===== src/sv/gcdisp_pkg.sv =====
`timescale 1ns / 1ps
// Shared types and constants for the greedy change dispenser.
package gcdisp_pkg;

	localparam logic OP_LOAD     = 1'b0;
	localparam logic OP_DISPENSE = 1'b1;

	localparam logic [1:0] KIND_ACK   = 2'd0;
	localparam logic [1:0] KIND_LINE  = 2'd1;
	localparam logic [1:0] KIND_FINAL = 2'd2;

	// Restoring division of the 24-bit amount takes one quotient bit per step.
	localparam int DIV_STEPS = 24;

	localparam int           PADDR_W      = 3;
	localparam logic         IDX_ACTIVE   = 1'b0;
	localparam logic [4:0]   ACTIVE_RESET = 5'd9;

	typedef struct packed {
		logic        opcode;
		logic [3:0]  entry_index;
		logic [15:0] entry_value;
		logic [15:0] entry_count;
		logic [23:0] change_amount;
	} in_t;

	typedef struct packed {
		logic [1:0]  item_kind;
		logic [3:0]  paid_index;
		logic [15:0] paid_value;
		logic [15:0] paid_count;
		logic [23:0] remainder;
		logic        last;
	} res_t;

	typedef struct packed {
		logic accept;
		logic rd;
		logic skip;
		logic div_start;
		logic div_step;
		logic take;
		logic mul;
		logic emit_ack;
		logic emit_line;
		logic emit_final;
	} cmd_t;

	typedef struct packed {
		logic is_load;
		logic walk_done;
		logic usable;
		logic div_last;
		logic out_free;
	} sts_t;

endpackage


===== src/sv/gcdisp_dp.sv =====
`timescale 1ns / 1ps
// Datapath: denomination tables, serial divider, multiplier and result register.
module gcdisp_dp #(
	parameter int MAX_DENOMS = 16
) (
	input  logic               clk,
	input  logic               arst_n,
	input  gcdisp_pkg::cmd_t   cmd,
	output gcdisp_pkg::sts_t   sts,
	input  gcdisp_pkg::in_t    in_data,
	input  logic [4:0]         active_count,
	input  logic               out_ready,
	output logic               out_valid,
	output gcdisp_pkg::res_t   out_data
);
	import gcdisp_pkg::*;

	localparam int AW = (MAX_DENOMS > 1) ? $clog2(MAX_DENOMS) : 1;
	localparam int WALK_MAX = (MAX_DENOMS < 16) ? MAX_DENOMS : 16;
	localparam logic [4:0] WALK_MAX_V = 5'(WALK_MAX);

	logic [15:0] val_mem [MAX_DENOMS];
	logic [15:0] cnt_mem [MAX_DENOMS];
	logic [MAX_DENOMS-1:0] vld_q;

	in_t         in_q;
	logic [23:0] amt_q;
	logic [4:0]  idx_q;
	logic [15:0] rd_val_q;
	logic [15:0] rd_cnt_q;
	logic        rd_hit_q;
	logic [15:0] prem_q;
	logic [23:0] dq_q;
	logic [4:0]  div_cnt_q;
	logic [15:0] take_q;
	logic [31:0] prod_q;
	logic        out_valid_q;
	res_t        out_q;

	logic [15:0] cur_val;
	logic [15:0] cur_cnt;
	logic [4:0]  walk_lim;
	logic [AW-1:0] raddr;
	logic [AW-1:0] waddr;
	logic        load_in_range;
	logic        mem_we;
	logic [15:0] mem_wval;
	logic [15:0] mem_wcnt;
	logic [16:0] trial;
	logic [17:0] diff;
	logic        ge;
	logic [23:0] new_amt;

	// An entry never written reads as empty.
	assign cur_val = rd_hit_q ? rd_val_q : 16'd0;
	assign cur_cnt = rd_hit_q ? rd_cnt_q : 16'd0;

	assign walk_lim = (active_count < WALK_MAX_V) ? active_count : WALK_MAX_V;
	assign raddr    = AW'(idx_q);
	assign load_in_range = {28'd0, in_q.entry_index} < 32'(MAX_DENOMS);

	assign mem_we   = (cmd.emit_ack && load_in_range) || cmd.emit_line;
	assign waddr    = cmd.emit_line ? AW'(idx_q) : AW'(in_q.entry_index);
	assign mem_wval = cmd.emit_line ? cur_val : in_q.entry_value;
	assign mem_wcnt = cmd.emit_line ? (cur_cnt - take_q) : in_q.entry_count;

	// One restoring division step: during a division the partial remainder stays below the divisor.
	assign trial   = {prem_q, dq_q[23]};
	assign diff    = {1'b0, trial} - {2'b00, cur_val};
	assign ge      = ~diff[17];
	assign new_amt = amt_q - prod_q[23:0];

	assign sts.is_load   = (in_q.opcode == OP_LOAD);
	assign sts.walk_done = (idx_q >= walk_lim);
	assign sts.usable    = (cur_val != 16'd0) && (cur_cnt != 16'd0) &&
	                       (amt_q >= {8'd0, cur_val});
	assign sts.div_last  = (div_cnt_q == 5'(DIV_STEPS - 1));
	assign sts.out_free  = !out_valid_q || out_ready;

	assign out_valid = out_valid_q;
	assign out_data  = out_q;

	always_ff @(posedge clk) begin
		if (mem_we) begin
			val_mem[waddr] <= mem_wval;
			cnt_mem[waddr] <= mem_wcnt;
		end
		if (cmd.rd) begin
			rd_val_q <= val_mem[raddr];
			rd_cnt_q <= cnt_mem[raddr];
		end
	end

	always_ff @(posedge clk or negedge arst_n) begin
		if (!arst_n) begin
			vld_q       <= '0;
			rd_hit_q    <= 1'b0;
			idx_q       <= 5'd0;
			div_cnt_q   <= 5'd0;
			out_valid_q <= 1'b0;
		end else begin
			if (mem_we) begin
				vld_q[waddr] <= 1'b1;
			end
			if (cmd.rd) begin
				rd_hit_q <= vld_q[raddr];
			end
			if (cmd.accept) begin
				idx_q <= 5'd0;
			end else if (cmd.skip || cmd.emit_line) begin
				idx_q <= idx_q + 5'd1;
			end
			if (cmd.div_start) begin
				div_cnt_q <= 5'd0;
			end else if (cmd.div_step) begin
				div_cnt_q <= div_cnt_q + 5'd1;
			end
			if (cmd.emit_ack || cmd.emit_line || cmd.emit_final) begin
				out_valid_q <= 1'b1;
			end else if (out_ready) begin
				out_valid_q <= 1'b0;
			end
		end
	end

	always_ff @(posedge clk) begin
		if (cmd.accept) begin
			in_q  <= in_data;
			amt_q <= in_data.change_amount;
		end else if (cmd.emit_line) begin
			amt_q <= new_amt;
		end
		if (cmd.div_start) begin
			prem_q <= 16'd0;
			dq_q   <= amt_q;
		end else if (cmd.div_step) begin
			prem_q <= ge ? diff[15:0] : trial[15:0];
			dq_q   <= {dq_q[22:0], ge};
		end
		if (cmd.take) begin
			take_q <= (dq_q > {8'd0, cur_cnt}) ? cur_cnt : dq_q[15:0];
		end
		if (cmd.mul) begin
			prod_q <= 32'(take_q) * 32'(cur_val);
		end
		if (cmd.emit_ack) begin
			out_q.item_kind  <= KIND_ACK;
			out_q.paid_index <= in_q.entry_index;
			out_q.paid_value <= in_q.entry_value;
			out_q.paid_count <= in_q.entry_count;
			out_q.remainder  <= 24'd0;
			out_q.last       <= 1'b1;
		end else if (cmd.emit_line) begin
			out_q.item_kind  <= KIND_LINE;
			out_q.paid_index <= idx_q[3:0];
			out_q.paid_value <= cur_val;
			out_q.paid_count <= take_q;
			out_q.remainder  <= new_amt;
			out_q.last       <= 1'b0;
		end else if (cmd.emit_final) begin
			out_q.item_kind  <= KIND_FINAL;
			out_q.paid_index <= 4'd0;
			out_q.paid_value <= 16'd0;
			out_q.paid_count <= 16'd0;
			out_q.remainder  <= amt_q;
			out_q.last       <= 1'b1;
		end
	end

	a_prod_fits: assert property (@(posedge clk) disable iff (!arst_n)
		cmd.emit_line |-> (prod_q <= {8'd0, amt_q}))
		else $error("payout exceeds the amount still owed");

	a_take_bounds: assert property (@(posedge clk) disable iff (!arst_n)
		cmd.emit_line |-> (take_q != 16'd0) && (take_q <= cur_cnt))
		else $error("paid count is zero or exceeds the stock");

	a_amt_falls: assert property (@(posedge clk) disable iff (!arst_n)
		cmd.emit_line |=> (amt_q <= $past(amt_q)))
		else $error("remaining amount grew after a paid line");

endmodule


===== src/sv/gcdisp_ctrl.sv =====
`timescale 1ns / 1ps
// Controller state machine that sequences loads and the dispense walk.
module gcdisp_ctrl (
	input  logic             clk,
	input  logic             arst_n,
	input  logic             in_valid,
	output logic             in_ready,
	input  gcdisp_pkg::sts_t sts,
	output gcdisp_pkg::cmd_t cmd
);
	import gcdisp_pkg::*;

	localparam logic [3:0] S_IDLE  = 4'd0;
	localparam logic [3:0] S_DEC   = 4'd1;
	localparam logic [3:0] S_ACK   = 4'd2;
	localparam logic [3:0] S_WALK  = 4'd3;
	localparam logic [3:0] S_CHK   = 4'd4;
	localparam logic [3:0] S_DIV   = 4'd5;
	localparam logic [3:0] S_TAKE  = 4'd6;
	localparam logic [3:0] S_MUL   = 4'd7;
	localparam logic [3:0] S_LINE  = 4'd8;
	localparam logic [3:0] S_FINAL = 4'd9;

	logic [3:0] state_q;
	logic [3:0] state_d;

	assign in_ready = (state_q == S_IDLE);

	always_comb begin
		state_d = state_q;
		cmd     = '0;
		case (state_q)
			S_IDLE: begin
				if (in_valid) begin
					cmd.accept = 1'b1;
					state_d    = S_DEC;
				end
			end
			S_DEC: begin
				state_d = sts.is_load ? S_ACK : S_WALK;
			end
			S_ACK: begin
				if (sts.out_free) begin
					cmd.emit_ack = 1'b1;
					state_d      = S_IDLE;
				end
			end
			S_WALK: begin
				if (sts.walk_done) begin
					state_d = S_FINAL;
				end else begin
					cmd.rd  = 1'b1;
					state_d = S_CHK;
				end
			end
			S_CHK: begin
				if (sts.usable) begin
					cmd.div_start = 1'b1;
					state_d       = S_DIV;
				end else begin
					cmd.skip = 1'b1;
					state_d  = S_WALK;
				end
			end
			S_DIV: begin
				cmd.div_step = 1'b1;
				if (sts.div_last) begin
					state_d = S_TAKE;
				end
			end
			S_TAKE: begin
				cmd.take = 1'b1;
				state_d  = S_MUL;
			end
			S_MUL: begin
				cmd.mul = 1'b1;
				state_d = S_LINE;
			end
			S_LINE: begin
				if (sts.out_free) begin
					cmd.emit_line = 1'b1;
					state_d       = S_WALK;
				end
			end
			S_FINAL: begin
				if (sts.out_free) begin
					cmd.emit_final = 1'b1;
					state_d        = S_IDLE;
				end
			end
			default: begin
				state_d = S_IDLE;
			end
		endcase
	end

	always_ff @(posedge clk or negedge arst_n) begin
		if (!arst_n) begin
			state_q <= S_IDLE;
		end else begin
			state_q <= state_d;
		end
	end

	a_one_emit: assert property (@(posedge clk) disable iff (!arst_n)
		$onehot0({cmd.emit_ack, cmd.emit_line, cmd.emit_final}))
		else $error("more than one result written in a cycle");

	a_emit_free: assert property (@(posedge clk) disable iff (!arst_n)
		(cmd.emit_ack || cmd.emit_line || cmd.emit_final) |-> sts.out_free)
		else $error("result written while the output register is occupied");

	a_accept_dec: assert property (@(posedge clk) disable iff (!arst_n)
		cmd.accept |=> (state_q == S_DEC) && !in_ready)
		else $error("accepted item not decoded");

endmodule


===== src/sv/greedy_change_dispenser.sv =====
`timescale 1ns / 1ps
// Top level of the greedy change dispenser: register port, controller and datapath.
// Load item: accepted, decoded, then acknowledged once the output register is free.
// Dispense item: each entry below the walk limit is read, then skipped, or paid through
// the bit-serial divider, the take and the multiply; the walk ends with the final item,
// and an output stall holds any result. One item is worked at a time; the next is taken
// once the last result is registered. Reset clears the tables to empty and sets
// active_count to 9; there is no clearing pass.
module greedy_change_dispenser #(
	parameter int MAX_DENOMS = 16
) (
	input  logic                                clk,
	input  logic                                arst_n,
	input  logic                                in_valid,
	output logic                                in_ready,
	input  gcdisp_pkg::in_t                     in_data,
	output logic                                out_valid,
	input  logic                                out_ready,
	output gcdisp_pkg::res_t                    out_data,
	input  logic                                psel,
	input  logic                                penable,
	input  logic                                pwrite,
	input  logic [gcdisp_pkg::PADDR_W-1:0]      paddr,
	input  logic [31:0]                         pwdata,
	output logic [31:0]                         prdata,
	output logic                                pready
);
	import gcdisp_pkg::*;

	// The only register, active_count, sits at byte address 0. Address bit 2
	// selects the register index; anything at index 1 reads as zero and ignores writes.
	logic [4:0] active_count_q;
	logic       cfg_wr;
	cmd_t       cmd;
	sts_t       sts;

	assign pready = 1'b1;
	assign cfg_wr = psel && penable && pwrite && pready && (paddr[2] == IDX_ACTIVE);
	assign prdata = (paddr[2] == IDX_ACTIVE) ? {27'd0, active_count_q} : 32'd0;

	always_ff @(posedge clk or negedge arst_n) begin
		if (!arst_n) begin
			active_count_q <= ACTIVE_RESET;
		end else if (cfg_wr) begin
			active_count_q <= pwdata[4:0];
		end
	end

	// The controller sequences each item; the datapath holds the tables, the
	// divider and the output register that lets a result wait for the consumer.
	gcdisp_ctrl u_ctrl (
		.clk      (clk),
		.arst_n   (arst_n),
		.in_valid (in_valid),
		.in_ready (in_ready),
		.sts      (sts),
		.cmd      (cmd)
	);

	gcdisp_dp #(
		.MAX_DENOMS (MAX_DENOMS)
	) u_dp (
		.clk          (clk),
		.arst_n       (arst_n),
		.cmd          (cmd),
		.sts          (sts),
		.in_data      (in_data),
		.active_count (active_count_q),
		.out_ready    (out_ready),
		.out_valid    (out_valid),
		.out_data     (out_data)
	);

endmodule

===== config.mk =====
export PLATFORM = sky130hd
export DESIGN_NAME = greedy_change_dispenser
export DESIGN_NICKNAME = d
export VERILOG_FILES = /design/src/sv/gcdisp_pkg.sv /design/src/sv/gcdisp_dp.sv /design/src/sv/gcdisp_ctrl.sv /design/src/sv/greedy_change_dispenser.sv
export SDC_FILE = /design/constraint.sdc
export NUM_CORES = 2
export LEC_CHECK = 0
export ABC_AREA = 0
export BUFFER_PORTS_ARGS = -buffer_cell sky130_fd_sc_hd__buf_4
export CAP_MARGIN = 20
export CORE_ASPECT_RATIO = 2
export CORE_MARGIN = 1
export CORE_UTILIZATION = 40
export DETAILED_ROUTE_END_ITERATION = 10
export GPL_ROUTABILITY_DRIVEN = 1
export GPL_TIMING_DRIVEN = 0
export PLACE_DENSITY = 0.6
export SLEW_MARGIN = 20
export SYNTH_ARGS = -nofsm -noshare
export SYNTH_HDL_FRONTEND = slang
export SYNTH_HIERARCHICAL = 1
export SYNTH_SLANG_ARGS = --single-unit

===== constraint.sdc =====
create_clock -name clk -period 7.4 [get_ports clk]
set_input_delay 1.48 -clock clk [delete_from_list [all_inputs] [get_ports clk]]
set_output_delay 1.48 -clock clk [all_outputs]
set_load 0.01 [all_outputs]

# Yosys cells after proc, flatten, opt, wreduce, memory -nomap -nowiden
# Memory sizes are Yosys's and may differ from the RTL's. A register that Yosys moved wholly into a read port is not among the register bits.
# Cells that the tools add are included.
dict set report totals {
  ff_bits 241
  ram_bits 512
  out_inout_bits 98
  word_cells 128
  mem_count 2
}
# name depth word_bits rd rd_clocked_by_memory_dff wr line_no
set memory_table {}
lappend memory_table {u_dp.cnt_mem 16 16 1 1 1 gcdisp_dp.sv:23} ;# logic [15:0] cnt_mem [MAX_DENOMS];
lappend memory_table {u_dp.val_mem 16 16 1 1 1 gcdisp_dp.sv:22} ;# logic [15:0] val_mem [MAX_DENOMS];
dict set report op_classes {
  mul 1
  n_bitwise 3
  reduce_logical 23
  n_eq_ne 14
  magnitude_cmp 7
  addsub 5
  n_mux 50
}
# cell n
set ops {}
lappend ops {{$mux W62} 2}
lappend ops {{$mux W16} 6}
lappend ops {{$mux W24} 4}
lappend ops {{$mux W61} 1}
lappend ops {{$pmux W4 S9} 1}
lappend ops {{$reduce_bool A16 Y1} 2}
lappend ops {{$mux W5} 6}
lappend ops {{$ge A24 B16 Y1} 1}
lappend ops {{$gt A24 B16 Y1} 1}
lappend ops {{$mul A16 B16 Y24} 1}
lappend ops {{$mux W4} 6}
lappend ops {{$sub A24 B24 Y24} 1}
lappend ops {{$mux W1} 20}
lappend ops {{$sub A17 B16 Y18} 1}
lappend ops {{$eq A4 B3 Y1 const B} 4}
lappend ops {{$or A16 B16 Y16} 1}
lappend ops {{$sub A16 B16 Y16} 1}
lappend ops {{$add A5 B1 Y5 const B} 2}
lappend ops {{$lt A4 B5 Y1 const B} 2}
lappend ops {{$reduce_bool A2 Y1} 5}
lappend ops {{$eq A4 B2 Y1 const B} 2}
lappend ops {{$eq A4 B4 Y1 const B} 2}
lappend ops {{$logic_and A1 B1 Y1} 6}
lappend ops {{$ne A2 B2 Y1 const B} 3}
lappend ops {{17 further kinds} 22}

# Depth between registers and ports, before layout
dict set report depth {
  ltp_word 10
  ltp_mapped 26
  depth_no_buf 23
}

# Hierarchy
# Netlist, hierarchy kept.
# module seq_area_each_um2 area_each_um2 cells_each n_inst
set by_module_without_submodules {}
lappend by_module_without_submodules {gcdisp_dp 22731.8 40219.8 2835 1}
lappend by_module_without_submodules {greedy_change_dispenser 127.6 469.2 46 1}
lappend by_module_without_submodules {gcdisp_ctrl 100.1 426.7 50 1}

# Worst setup path after synthesis
# Ideal clock, no wire load.
dict set report synth_timing {
  path_kind {register to register}
  start {register u_dp.rd_hit_q}
  end {register u_dp.prod_q[23], data pin}
  setup_ns 0.260
  path_stages_with_launch 25
  t_required_ns 7.140
  setup_slack_ns 0.905
  period_less_slack_ns 6.495
  path_buffers 4
  arrival_ns 6.235
  path_cell_list {dfrtp_1 clkbuf_1 clkbuf_1 clkbuf_1 nand2_1 clkbuf_1 nor2_1 fa_1 inv_1 fa_1 fa_1 fa_1 inv_1 fa_1 inv_1 fa_1 inv_1 ha_1 and3_1 a211oi_1 o21bai_1 a41oi_2 o311ai_0 a21oi_1 xnor2_1}
}
dict set report synth_between {
  elab_chain_cells 2
}
# item line_no
set synth_lines {}
lappend synth_lines {{from (decl)} gcdisp_dp.sv:31} ;# logic rd_hit_q;
lappend synth_lines {{from (signal assigned)} gcdisp_dp.sv:106} ;# rd_hit_q <= vld_q[raddr];
lappend synth_lines {{$mux W16} gcdisp_dp.sv:55} ;# assign cur_val = rd_hit_q ? rd_val_q : 16'd0;
lappend synth_lines {{$mul A16 B16 Y24} gcdisp_dp.sv:144} ;# prod_q <= 32'(take_q) * 32'(cur_val);
lappend synth_lines {{to (signal assigned)} gcdisp_dp.sv:144}
lappend synth_lines {{to (decl)} gcdisp_dp.sv:36} ;# logic [31:0] prod_q;
# Every way passes these cells.
# A chain may end at the register's enable or synchronous reset.

# Worst setup path in the final report
dict set report layout_timing {
  start {register u_dp.rd_hit_q}
  end {register u_dp.prod_q[21], data pin}
}
# The elaborated chain is that of the path after synthesis.

==> results by group <==
Floorplanning
  • I/O pin count: 201
  • Die area: 104,000 um2
  • Initial Util: 0.402
  • Die X: 229 um
  • Die H: 455 um
  • Row cnt: 166
  • Core box area: 102,000 um2

Route
  • Total number of vias: 25,900
  • Vias per cell: 5.60
  • First drt pass iteration count: 5
  • Iter 0 DRT Violations: 1,960
  • DRC: 0
  • Post-DRT Antenna Nets: 0
  • DRT Wirelength: 134 mm
  • Routed len/inst: 29.0 um

Synth
  • Area of the mapped netlist: 41,100 um2
  • Cell taking the most area after synthesis: edfxtp_1
  • Register bit total from synthesis: 785
  • Post-synth EDFFs: 705
  • Yosys cell types: 92
  • Yosys top cell area share: 0.515
  • Syn_area_per_cell: 14.0 um2
  • Sequential share of the synthesized area: 0.558
  • Synth warn: 6
  • Largest cells by area after synthesis: edfxtp_1 51%, mux4_2 9.0%, fa_1 8.3%
  • Ys async rst share: 0.0471
  • Syn Inst Count: 2,931
  • Main synth FF type: edfxtp_1

Clock network
  • CTS tree: built
  • # hold bufs at CTS: 0
  • Clock root cell: clkbuf_16
  • H-tree levels: 3
  • Clk buf depth: 3
  • CTS clock-pin slew for the worst setup and hold paths: 70 ps
  • Clock sink count: 785
  • Clock Latency Late Sink: 680 ps
  • Num CTS Buffers: 69

STA
  • Crit share post-route: 0.987
  • Final Hold Violating Endpoints: 0
  • Worst-margin pin slew: 1230 ps
  • Fmax: 137 MHz
  • Final setup viols: 0
  • Skew final: 30.8 ps
  • TNS Setup: 0 ps
  • Rel. slew slack: 0.182
  • Fin. max-slew vios: 0
  • Fin crit period: 7300 ps
  • RSZ-0062 raised after global routing: false
  • Fin worst setup slack: 97.4 ps

GRT
  • First-pass GRT wire length: 191 mm
  • Grt ovf: 0
  • Initial antenna violation count: 6
  • Vias in the first global route: 27,500
  • Largest net degree at the start of global routing: 38
  • GRT Overall Usage: 0.261

Run
  • Max-Cap Viols: 0

Final layout
  • Area used by multi-input combinational logic: 16,600 um2
  • P&R area growth vs syn: 15.4%
  • Nets: 3,663
  • Commonest cells after routing, fill and taps aside: 705 x edfxtp_1, 296 x inv_1, 257 x nand2_1
  • Share of layout cells above drive strength 1: 0.210
  • Filler cells: 9,073
  • Reg area: 23,000 um2
  • Commonest non-fill, non-tap cell in the layout: edfxtp_1
  • Non-filler instance count after layout: 4,623

Setup path
  • Worst Setup End Kind: register
  • Worst r2r src: u_dp/rd_hit_q$_DFFE_PN0P_
  • Critical R2R Capture: u_dp/prod_q[21]$_DFFE_PP_
  • Worst-path maximum fanout: 10
  • Register-to-Register Setup Slack: 100 ps
  • R2R depth: 21
  • Worst path required time: 7800 ps
  • Arr. time, crit path: 7700 ps
  • Critical path class: reg2reg
  • Startpoint types: register

Worst hold path
  • Hold Crit Endpoint: u_dp/vld_q[11]$_DFFE_PN0N_
  • Min-delay src: u_dp/vld_q[11]$_DFFE_PN0N_
  • Hold path cells: 1
  • Worst Hold Class: reg2reg

Place
  • GP Congestion: 1.01
  • Cells after DPL: 4,496
  • Setup Slack @ Placement: -2080 ps
  • Hpwl dp: 103 mm
  • Port bufs: 143

Status
  • Outcome: completed
## through the flow
stage / hold slack [ps] / cell area [um2] / util
global placement: 446 / 44000 / 0.430
CTS: 467 / 47400 / 0.464
finish: 467 / 47500 / 0.464
floorplan: 434 / 41200 / -
global route: 479 / 47500 / 0.464
detailed placement: 450 / 45000 / 0.441
## state kept, by name, indices dropped and copies added, names as in the netlist
signal / count
u_dp/cnt_mem: 256
u_dp/val_mem: 256
u_dp/out_data: 63
u_dp/in_q: 37
u_dp/amt_q: 24
u_dp/dq_q: 24
u_dp/prod_q: 24
u_dp/prem_q: 16
u_dp/rd_cnt_q: 16
u_dp/rd_val_q: 16
u_dp/take_q: 16
u_dp/vld_q: 16
active_count_q: 5
u_dp/div_cnt_q: 5
u_dp/idx_q: 5
u_ctrl/state_q: 4
u_dp/out_valid: 1
u_dp/rd_hit_q: 1
## critical path, stage by stage, from the launching register on
cell and delay [ps]:
dfrtp_2 530, buf_6 220, and2_1 540, clkbuf_2 390, nand2_1 130, fa_1 550
fa_1 580, fa_1 450, fa_1 540, inv_1 50, fa_1 480, inv_1 60
fa_1 480, inv_1 40, ha_1 330, and3_1 190, a211oi_2 100, o21bai_2 300
a41oi_4 200, o211ai_1 250, a21oi_1 130, xnor2_2 470
## per-layer routing
| layer | vias up | GRT usage | share of wire | wire length (um) |
|---|---|---|---|---|
| met3 | 409 | 0.0418 | 0.047 | 6370 |
| met4 | 4 | 0.220 | 0.099 | 13200 |
| met2 | 1014 | 0.488 | 0.54 | 72900 |
| met1 | 13300 | 0.244 | 0.31 | 41700 |
| li1 | 11100 | - | - | - |
| met5 | - | 0 | 0.00020 | 27 |
## layout make-up
cell class              count  share of cell area
diodes                      2            0.000105
plain buffers             165              0.0172
clock buffers              87              0.0409
clock inverters            34             0.00651
inverters                 306              0.0245
multi-input cells        1700               0.350
flip-flops and latches    785               0.484
well taps                1344              0.0354
repair buffers            200              0.0419
## cell families after synthesis
kind of cell    share of synthesized area
simple gates                       0.0759
buf+inv                            0.0468
fa+ha+maj                           0.133
other cells                      0.000183
compound gates                     0.0586
xor+xnor                           0.0183
mux                                 0.109
flops                               0.558
## how the worst max path moves through the flow
stage,start,endpoint,slack (ps),depth (start not counted)
6_report,u_dp/rd_hit_q$_DFFE_PN0P_,u_dp/prod_q[21]$_DFFE_PP_,100,21
5_1_grt,u_dp/rd_hit_q$_DFFE_PN0P_,u_dp/prod_q[21]$_DFFE_PP_,10,24
4_1_cts,u_dp/rd_hit_q$_DFFE_PN0P_,u_dp/prod_q[21]$_DFFE_PP_,-50,24
3_5_place_dp,u_dp/rd_hit_q$_DFFE_PN0P_,u_dp/prod_q[22]$_DFFE_PP_,-2080,23
3_3_place_gp,u_dp/idx_q[0]$_DFFE_PN0P_,u_dp/rd_hit_q$_DFFE_PN0P_,-2690,12
2_1_floorplan,u_dp/rd_hit_q$_DFFE_PN0P_,u_dp/prod_q[23]$_DFFE_PP_,900,24
## Yosys cell counts, drive strengths merged (21+ instances only)
cell / count
a211oi: 64
a21o: 25
a21oi: 53
and3: 29
buf: 66
clkbuf: 100
dfrtp: 35
dfxtp: 43
edfxtp: 705
fa: 171
ha: 162
inv: 299
mux2: 54
mux4: 165
nand2: 257
nand3: 26
nor2: 177
nor2b: 36
o21ai: 103
o31ai: 21
xnor2: 59
xor2: 27
## repair_timing
item / 4_1_cts / 5_1_grt
resized for setup: 30 / 15
pin swaps: 3 / 4
setup endpoints to repair: 15 / 6
setup buffers: 1 / 4
hold endpoints to repair: 0 / 0
Power is not shown: default switching activity piles up to over one toggle a cycle in this logic, so the estimate is an artifact.
